**src/bsil_pkg.sv**
```systemverilog
package bsil_pkg;

    // Fixed field widths of the request and result, and the read bound.
    localparam int NODE_W  = 16;
    localparam int KEY_W   = 31;
    localparam int IDX_W   = 5;
    localparam int OUT_CW  = 6;
    localparam int READ_MAX = 32;

    typedef logic [NODE_W-1:0] t_node;
    typedef logic [KEY_W-1:0]  t_key;
    typedef logic [IDX_W-1:0]  t_idx;

    // Request command codes.
    typedef enum logic [1:0] {
        CMD_INSERT = 2'd0,
        CMD_READ   = 2'd1,
        CMD_CLEAR  = 2'd2,
        CMD_NOP    = 2'd3
    } t_cmd;

    // Broadcast from the top level to every cell of the chain.
    typedef struct packed {
        logic  insert;
        t_node node;
        t_key  key;
    } t_cell_ctrl;

endpackage

```
**src/bounded_sorted_insert_list.sv**
```systemverilog
// Sorted list of up to LIST_SIZE (node id, distance key) pairs, ascending by key.
// A request is taken at a rising edge where start is high and busy is low. The
// command selects insert, read at an index, clear, or no operation.
// An insert lands ahead of every stored entry with an equal or larger key; the
// entries behind it move down one slot and a full list drops its last entry.
// A key that sorts past the end of a full list is refused and the list holds.
// Every request gives exactly one result, shown for one cycle with o_done high,
// in the cycle after the request is taken. The receiver cannot stall the block.
// Every cell compares its key with the new key and shifts from its neighbor
// in the same cycle, so busy stays low and a new request can follow on every
// cycle. Only the first 32 slots can be read.
// Reset sets busy high; it drops at the first clock edge after reset is released, and the list is then empty.
// Position and count come out modulo 64.
module bounded_sorted_insert_list #(
    parameter int LIST_SIZE = 32
) (
    input  logic                   i_clk,
    input  logic                   i_rst_n,
    input  logic                   start,
    output logic                   busy,
    input  logic [1:0]             i_cmd,
    input  logic [15:0]            i_node_id,
    input  logic [30:0]            i_key_dist,
    input  logic [4:0]             i_read_index,
    output logic                   o_done,
    output logic                   o_accepted,
    output logic [5:0]             o_position,
    output logic [5:0]             o_count,
    output logic [15:0]            o_out_node,
    output logic [30:0]            o_out_dist,
    output logic                   o_out_valid
);

    localparam int CW     = $clog2(LIST_SIZE + 1);
    localparam int WW     = (CW > bsil_pkg::OUT_CW) ? CW : bsil_pkg::OUT_CW;
    localparam int READ_N = (LIST_SIZE < bsil_pkg::READ_MAX) ? LIST_SIZE
                                                             : bsil_pkg::READ_MAX;

    logic                  r_busy;
    logic [CW-1:0]         r_count;
    logic [CW-1:0]         n_count;
    logic                  r_done;
    logic                  r_accepted;
    logic [CW-1:0]         r_position;
    bsil_pkg::t_node       r_out_node;
    bsil_pkg::t_key        r_out_dist;
    logic                  r_out_valid;

    logic                  take;
    bsil_pkg::t_cmd        cmd;
    bsil_pkg::t_cell_ctrl  ctrl;
    logic                  ins_ok;
    logic [CW-1:0]         ins_pos;
    logic                  rd_valid;
    bsil_pkg::t_node       rd_node;
    bsil_pkg::t_key        rd_key;
    logic [WW-1:0]         cnt_wide;
    logic [WW-1:0]         pos_wide;

    logic [LIST_SIZE-1:0]  in_use;
    logic [LIST_SIZE-1:0]  lt;
    logic [LIST_SIZE-1:0]  prev_lt;
    logic [LIST_SIZE-1:0]  here;
    bsil_pkg::t_node       cell_node [LIST_SIZE];
    bsil_pkg::t_key        cell_key  [LIST_SIZE];

    assign take = start && !busy;
    assign cmd  = bsil_pkg::t_cmd'(i_cmd);
    assign busy = r_busy;

    // Broadcast of the new pair to the cells.
    assign ctrl.insert = take && (cmd == bsil_pkg::CMD_INSERT);
    assign ctrl.node   = i_node_id;
    assign ctrl.key    = i_key_dist;

    // Chain of cells; each one looks at its upstream neighbor.
    for (genvar g = 0; g < LIST_SIZE; g++) begin : g_cell
        assign in_use[g] = (CW'(g) < r_count);
        if (g == 0) begin : g_head
            assign prev_lt[g] = 1'b1;
            bsil_cell u_cell (
                .i_clk       (i_clk),
                .i_ctrl      (ctrl),
                .i_in_use    (in_use[g]),
                .i_prev_lt   (prev_lt[g]),
                .i_prev_node (ctrl.node),
                .i_prev_key  (ctrl.key),
                .o_lt        (lt[g]),
                .o_node      (cell_node[g]),
                .o_key       (cell_key[g])
            );
        end else begin : g_body
            assign prev_lt[g] = lt[g-1];
            bsil_cell u_cell (
                .i_clk       (i_clk),
                .i_ctrl      (ctrl),
                .i_in_use    (in_use[g]),
                .i_prev_lt   (prev_lt[g]),
                .i_prev_node (cell_node[g-1]),
                .i_prev_key  (cell_key[g-1]),
                .o_lt        (lt[g]),
                .o_node      (cell_node[g]),
                .o_key       (cell_key[g])
            );
        end
        assign here[g] = prev_lt[g] && !lt[g];
    end

    // The insert is refused only when the key is larger than the last entry.
    assign ins_ok = !lt[LIST_SIZE-1];

    // Encode the single slot where the new pair lands.
    always_comb begin
        ins_pos = '0;
        for (int i = 0; i < LIST_SIZE; i++) begin
            if (here[i]) begin
                ins_pos = ins_pos | CW'(i);
            end
        end
        if (!ins_ok) begin
            ins_pos = CW'(LIST_SIZE);
        end
    end

    // Read select over the addressable slots.
    always_comb begin
        rd_valid = 1'b0;
        rd_node  = '0;
        rd_key   = '0;
        for (int i = 0; i < READ_N; i++) begin
            if (i_read_index == bsil_pkg::IDX_W'(i) && in_use[i]) begin
                rd_valid = 1'b1;
                rd_node  = cell_node[i];
                rd_key   = cell_key[i];
            end
        end
    end

    // Fill count update.
    always_comb begin
        n_count = r_count;
        if (take) begin
            unique case (cmd)
                bsil_pkg::CMD_INSERT: begin
                    if (ins_ok && (r_count != CW'(LIST_SIZE))) begin
                        n_count = r_count + CW'(1);
                    end
                end
                bsil_pkg::CMD_CLEAR: begin
                    n_count = '0;
                end
                bsil_pkg::CMD_READ,
                bsil_pkg::CMD_NOP: begin
                    n_count = r_count;
                end
                default: begin
                    n_count = r_count;
                end
            endcase
        end
    end

    // Control registers.
    always_ff @(posedge i_clk) begin
        if (!i_rst_n) begin
            r_busy  <= 1'b1;
            r_count <= '0;
            r_done  <= 1'b0;
        end else begin
            r_busy  <= 1'b0;
            r_count <= n_count;
            r_done  <= take;
        end
    end

    // Result registers; unused fields read as zero.
    always_ff @(posedge i_clk) begin
        if (take) begin
            r_accepted  <= ctrl.insert && ins_ok;
            r_position  <= ctrl.insert ? ins_pos : '0;
            r_out_valid <= (cmd == bsil_pkg::CMD_READ) && rd_valid;
            r_out_node  <= (cmd == bsil_pkg::CMD_READ) ? rd_node : '0;
            r_out_dist  <= (cmd == bsil_pkg::CMD_READ) ? rd_key : '0;
        end
    end

    assign cnt_wide    = WW'(r_count);
    assign pos_wide    = WW'(r_position);
    assign o_done      = r_done;
    assign o_accepted  = r_accepted;
    assign o_position  = pos_wide[5:0];
    assign o_count     = cnt_wide[5:0];
    assign o_out_node  = r_out_node;
    assign o_out_dist  = r_out_dist;
    assign o_out_valid = r_out_valid;

    // Every taken request gives one result on the next cycle, and no other.
    a_done_follows: assert property (@(posedge i_clk) disable iff (!i_rst_n)
        take |=> o_done)
        else $error("result strobe missing after a request");

    a_no_spurious: assert property (@(posedge i_clk) disable iff (!i_rst_n)
        !take |=> !o_done)
        else $error("result strobe without a request");

    // The fill count never passes the list size.
    a_count_bound: assert property (@(posedge i_clk) disable iff (!i_rst_n)
        r_count <= CW'(LIST_SIZE))
        else $error("fill count above list size");

    // A refused insert can only happen on a full list.
    a_refuse_full: assert property (@(posedge i_clk) disable iff (!i_rst_n)
        (ctrl.insert && !ins_ok) |-> (r_count == CW'(LIST_SIZE)))
        else $error("insert refused while the list has room");

    // An accepted insert grows the count unless the list was full.
    a_grow: assert property (@(posedge i_clk) disable iff (!i_rst_n)
        (ctrl.insert && ins_ok && (r_count != CW'(LIST_SIZE)))
        |=> (r_count == $past(r_count) + CW'(1)))
        else $error("accepted insert did not grow the count");

endmodule

```
**src/bsil_cell.sv**
```systemverilog
module bsil_cell (
    input  logic                  i_clk,
    input  bsil_pkg::t_cell_ctrl  i_ctrl,
    input  logic                  i_in_use,
    input  logic                  i_prev_lt,
    input  bsil_pkg::t_node       i_prev_node,
    input  bsil_pkg::t_key        i_prev_key,
    output logic                  o_lt,
    output bsil_pkg::t_node       o_node,
    output bsil_pkg::t_key        o_key
);

    bsil_pkg::t_node r_node;
    bsil_pkg::t_key  r_key;
    bsil_pkg::t_node n_node;
    bsil_pkg::t_key  n_key;

    // The new key stays behind this entry only if it is strictly larger.
    assign o_lt   = i_in_use && (i_ctrl.key > r_key);
    assign o_node = r_node;
    assign o_key  = r_key;

    // Keep the entry, take the new pair, or take the neighbor's entry.
    always_comb begin
        n_node = r_node;
        n_key  = r_key;
        if (i_ctrl.insert && !o_lt) begin
            if (i_prev_lt) begin
                n_node = i_ctrl.node;
                n_key  = i_ctrl.key;
            end else begin
                n_node = i_prev_node;
                n_key  = i_prev_key;
            end
        end
    end

    // Payload storage needs no reset; the fill count guards it.
    always_ff @(posedge i_clk) begin
        r_node <= n_node;
        r_key  <= n_key;
    end

endmodule
```
**config.mk**
```make
export PLATFORM = sky130hd
export DESIGN_NAME = bounded_sorted_insert_list
export DESIGN_NICKNAME = d
export VERILOG_FILES = /design/src/bsil_pkg.sv /design/src/bounded_sorted_insert_list.sv /design/src/bsil_cell.sv
export SDC_FILE = /design/constraint.sdc
export NUM_CORES = 2
export LEC_CHECK = 0
export ABC_AREA = 1
export ABC_CLOCK_PERIOD_IN_PS = 5790
export BUFFER_PORTS_ARGS = -buffer_cell sky130_fd_sc_hd__buf_2
export CAP_MARGIN = 20
export CORE_MARGIN = 2
export CORE_UTILIZATION = 37
export DETAILED_ROUTE_END_ITERATION = 10
export PLACE_DENSITY_LB_ADDON = 0.3
export SETUP_SLACK_MARGIN = 0.2
export SYNTH_ARGS = -nofsm -noshare
export SYNTH_HDL_FRONTEND = slang
export SYNTH_SLANG_ARGS = --single-unit
export TNS_END_PERCENT = 30
```
**constraint.sdc**
```tcl
create_clock -name i_clk -period 5.79 [get_ports i_clk]
set_input_delay 0.2895 -clock i_clk [delete_from_list [all_inputs] [get_ports i_clk]]
set_output_delay 0.2895 -clock i_clk [all_outputs]
set_load 0.05 [all_outputs]
```
==> load_flow_metrics.sql <==
INSERT INTO impl_metrics (metric_group, metric, value, unit) VALUES
('route', 'avgViaCountPerCell', '5.66', ''),
('clock_tree', 'holdBufCountCts', '22', ''),
('floorplanning', 'floorplan.die.height', '527', 'µm'),
('timing', 'worst_clk_skew', '0.0989', 'ns'),
('route', 'route.detailed.wl_per_inst', '25.5', 'µm'),
('floorplanning', 'floorplan.die_area', '278000', 'µm²'),
('clock_tree', 'cts_sinks', '1567', ''),
('synth', 'synth.distinct_cells', '62', ''),
('route', 'drt_first_pass_iters', '8', ''),
('synth', 'syn_avg_cell_area', '8.35', 'µm²'),
('floorplanning', 'pin_count', '120', ''),
('synth', 'synth_fp_nets', '13189', ''),
('timing', 'timing_worst_slew_pin_value', '1.17', 'ns'),
('placed_design', 'place.detailed.hpwl', '302', 'mm'),
('grt', 'grt_start_max_net_pins', '95', ''),
('finish', 'commonest_cells_after_routing_fill_and_taps_aside', '3242 x sky130_fd_sc_hd__nand2_1, 1880 x sky130_fd_sc_hd__o21ai_0, 1567 x sky130_fd_sc_hd__inv_1, 1559 x sky130_fd_sc_hd__edfxtp_1, 995 x sky130_fd_sc_hd__ha_1', ''),
('critical_path', 'critPathLaunch', 'o_count[1]', ''),
('critical_path', 'critical_path.startpoint_type', 'register', ''),
('run_status', 'outcome', 'completed', ''),
('hold_path', 'min-delay-path-class', 'in2reg', ''),
('finish', 'drive_gt1_share', '7.18', '%'),
('timing', 'max-slew-margin-rel', '22.0', '%'),
('floorplanning', 'initial_utilization', '37.1', '%'),
('finish', 'mostFrequentLayoutCell', 'sky130_fd_sc_hd__nand2_1', ''),
('synth', 'synthDominantAreaCellType', 'sky130_fd_sc_hd__edfxtp_1', ''),
('critical_path', 'r2r-start', 'o_count[1]', ''),
('grt', 'globalRouteTotalUtil', '28.6', '%'),
('power', 'total_leakage_power', '49.9', 'nW'),
('synth', 'synth_area', '101000', 'µm²'),
('synth', 'post_synth_inst_count', '12137', ''),
('grt', 'grt_first_pass_wirelength', '587', 'mm'),
('clock_tree', 'tritoncts_clock_tree', 'built', ''),
('clock_tree', 'clk-insertion-delay-late', '0.88', 'ns'),
('clock_tree', 'post-cts-setup-buffers', '0', ''),
('placed_design', 'pre_cts_ws', '0.719', 'ns'),
('finish', 'final_non_filler_cell_area', '114000', 'µm²'),
('route', 'post-route-drc-count', '0', ''),
('clock_tree', 'cts-root-to-sink-buffers', '3', ''),
('critical_path', 'worstPathRequired', '6.42', 'ns'),
('synth', 'synth-edff-count', '1559', ''),
('route', 'final_wirelength', '406', 'mm'),
('run', 'timing.max_cap.violations', '0', ''),
('power', 'power_per_cell_area', '237', 'nW/µm²'),
('critical_path', 'worst_setup_path_end_kind', 'register', ''),
('route', 'first_iter_violations', '11905', ''),
('clock_tree', 'cts_inserted_buffers', '182', ''),
('placed_design', 'post_dp_cell_area', '108000', 'µm²'),
('floorplanning', 'core_area', '273000', 'µm²'),
('clock_tree', 'cts_resized', '0', ''),
('timing', 'max_clock_freq', '0.187', 'GHz'),
('clock_tree', 'cts.reportedPaths.clkPinSlew', '0.06', 'ns'),
('critical_path', 'cp.arrival', '5.99', 'ns'),
('clock_tree', 'clock_tree.htree_level_count', '4', ''),
('power', 'worst_ir_drop_vdd', '0.000231', 'V'),
('synth', 'ys_ff_latch', '1567', ''),
('synth', 'synthTopCellsByArea', 'sky130_fd_sc_hd__edfxtp_1 46%, sky130_fd_sc_hd__ha_1 12%, sky130_fd_sc_hd__nand2_1 12%', ''),
('timing', 'worst_slack', '0.435', 'ns'),
('synth', 'ys_async_sr_fraction', '0', '%'),
('critical_path', 'category_of_the_most_critical_setup_path', 'reg2reg', ''),
('finish', 'areaGrowthSynthToFinish', '12.2', '%'),
('critical_path', 'reg2reg_setup_slack', '0.43', 'ns'),
('timing', 'fin_crit', '5.36', 'ns'),
('timing', 'total_neg_setup_slack', '0', 'ns'),
('placed_design', 'port_buffers', '119', ''),
('grt', 'globalRoute.totalOverflow', '0', ''),
('timing', 'final_hold_viol_count', '0', ''),
('finish', 'final_nets', '13198', ''),
('synth', 'synth.yosys.warnings', '0', ''),
('route', 'final_antenna_net_count', '0', ''),
('synth', 'dominantRegCellSynth', 'sky130_fd_sc_hd__edfxtp_1', ''),
('critical_path', 'worstPathMaxFanout', '37', '');
==> cell families after synthesis <==
kind of cell	Yosys count	synth area share (%)
AO/OA/AOI/OAI	2730	14.1
XOR/XNOR	1	0.00864
adder cells (fa/ha/maj)	995	12.3
buffers and inverters	2259	8.45
flip-flops	1567	46.3
AND/OR/NAND/NOR	4585	18.9
==> stage by stage <==
| step | hold WS, ns | util, % |
|---|---|---|
| final | 0.0619 | 41.6 |
| after global routing | 0.0430 | 41.6 |
| after floorplan | 0.379 | - |
| after detailed placement | 0.484 | 39.4 |
| after CTS | 0.0344 | 41.6 |
| after global placement | 0.483 | 39.4 |
==> flip-flops by register name, summed over array words and instances (netlist names) <==
signal / count
o_position: 6
g_cell.g_head.u_cell.o_key: 31
g_cell.g_head.u_cell.o_node: 16
g_cell.g_body.u_cell.o_key: 961
o_out_valid: 1
o_count: 6
o_out_node: 16
o_out_dist: 31
o_accepted: 1
g_cell.g_body.u_cell.o_node: 496
busy: 1
o_done: 1
==> how the worst min path moves through the flow <==
stage              startpoint                           endpoint  slack (ns)  depth (start not counted)
6_report       i_key_dist[20]  g_cell[0].g_head.u_cell.o_key[20]        0.06                          1
3_3_place_gp     i_node_id[5]  g_cell[0].g_head.u_cell.o_node[5]        0.48                          1
2_1_floorplan         i_rst_n                               busy        0.38                          1
5_1_grt        i_key_dist[20]  g_cell[0].g_head.u_cell.o_key[20]        0.04                          1
3_5_place_dp     i_node_id[7]  g_cell[0].g_head.u_cell.o_node[7]        0.48                          1
4_1_cts        i_key_dist[20]  g_cell[0].g_head.u_cell.o_key[20]        0.03                          1
==> where the power goes <==
part           switching [mW]  internal (mW)  leakage (nW)
registers               0.133           12.6          14.3
logic                    1.67          0.635          32.7
clock network            5.26           6.61          2.89
==> cells in the mapped netlist (38+ instances only) <==
cell	number
sky130_fd_sc_hd__ha_1	995
sky130_fd_sc_hd__nand2_1	3268
sky130_fd_sc_hd__nor4_1	62
sky130_fd_sc_hd__o21ai_0	1880
sky130_fd_sc_hd__clkbuf_1	539
sky130_fd_sc_hd__a21oi_1	621
sky130_fd_sc_hd__a211oi_1	39
sky130_fd_sc_hd__nand4_1	359
sky130_fd_sc_hd__inv_1	1605
sky130_fd_sc_hd__buf_1	38
sky130_fd_sc_hd__edfxtp_1	1559
sky130_fd_sc_hd__nor3_1	86
sky130_fd_sc_hd__buf_2	44
sky130_fd_sc_hd__nand3_1	309
sky130_fd_sc_hd__nor2_1	407
==> critical path, stage by stage, from the launching register on <==
cell and delay, ns:
sky130_fd_sc_hd__dfxtp_1 0.38, sky130_fd_sc_hd__inv_1 0.29, sky130_fd_sc_hd__ha_1 0.46, sky130_fd_sc_hd__inv_1 0.12
sky130_fd_sc_hd__nand2_1 0.14, sky130_fd_sc_hd__nand2_2 0.26, sky130_fd_sc_hd__nand2_2 0.22, sky130_fd_sc_hd__inv_2 0.36
sky130_fd_sc_hd__nand2_1 0.17, sky130_fd_sc_hd__nand3_1 0.13, sky130_fd_sc_hd__nor2_1 0.30, sky130_fd_sc_hd__nand4_1 0.22
sky130_fd_sc_hd__nand2_1 0.17, sky130_fd_sc_hd__nand3_1 0.10, sky130_fd_sc_hd__nand2_1 0.19, sky130_fd_sc_hd__nand4_1 0.21
sky130_fd_sc_hd__nand2_1 0.21, sky130_fd_sc_hd__nand4_1 0.16, sky130_fd_sc_hd__nand2_1 0.18, sky130_fd_sc_hd__nand4_1 0.19
sky130_fd_sc_hd__nand2_1 0.14, sky130_fd_sc_hd__nand3_1 0.12, sky130_fd_sc_hd__nand2_1 0.09, sky130_fd_sc_hd__nand4_1 0.10
sky130_fd_sc_hd__nand2_1 0.12, sky130_fd_sc_hd__inv_1 0.05
==> final cells by class <==
| cell class | count | area, µm² |
|---|---|---|
| Timing Repair Buffer | 452 | 3800 |
| Clock buffer | 220 | 4730 |
| Clock inverter | 110 | 1210 |
| Multi-Input combinational cell | 8311 | 46400 |
| Tap cell | 3589 | 4490 |
| Antenna cell | 9 | 22.5 |
| Sequential cell | 1567 | 47000 |
| Inverter | 1632 | 6130 |
| Fill cell | 27319 | 159000 |
==> per-layer routing <==
| metal | global-route usage [%] | vias up | wire, µm |
|---|---|---|---|
| met4 | 14.6 | 22 | 23700 |
| met3 | 5.68 | 905 | 41000 |
| met1 | 37.4 | 42925 | 162000 |
| li1 | - | 41332 | - |
| met5 | 0 | - | 146 |
| met2 | 44.6 | 4800 | 179000 |
(Power assumes the default switching activity.)
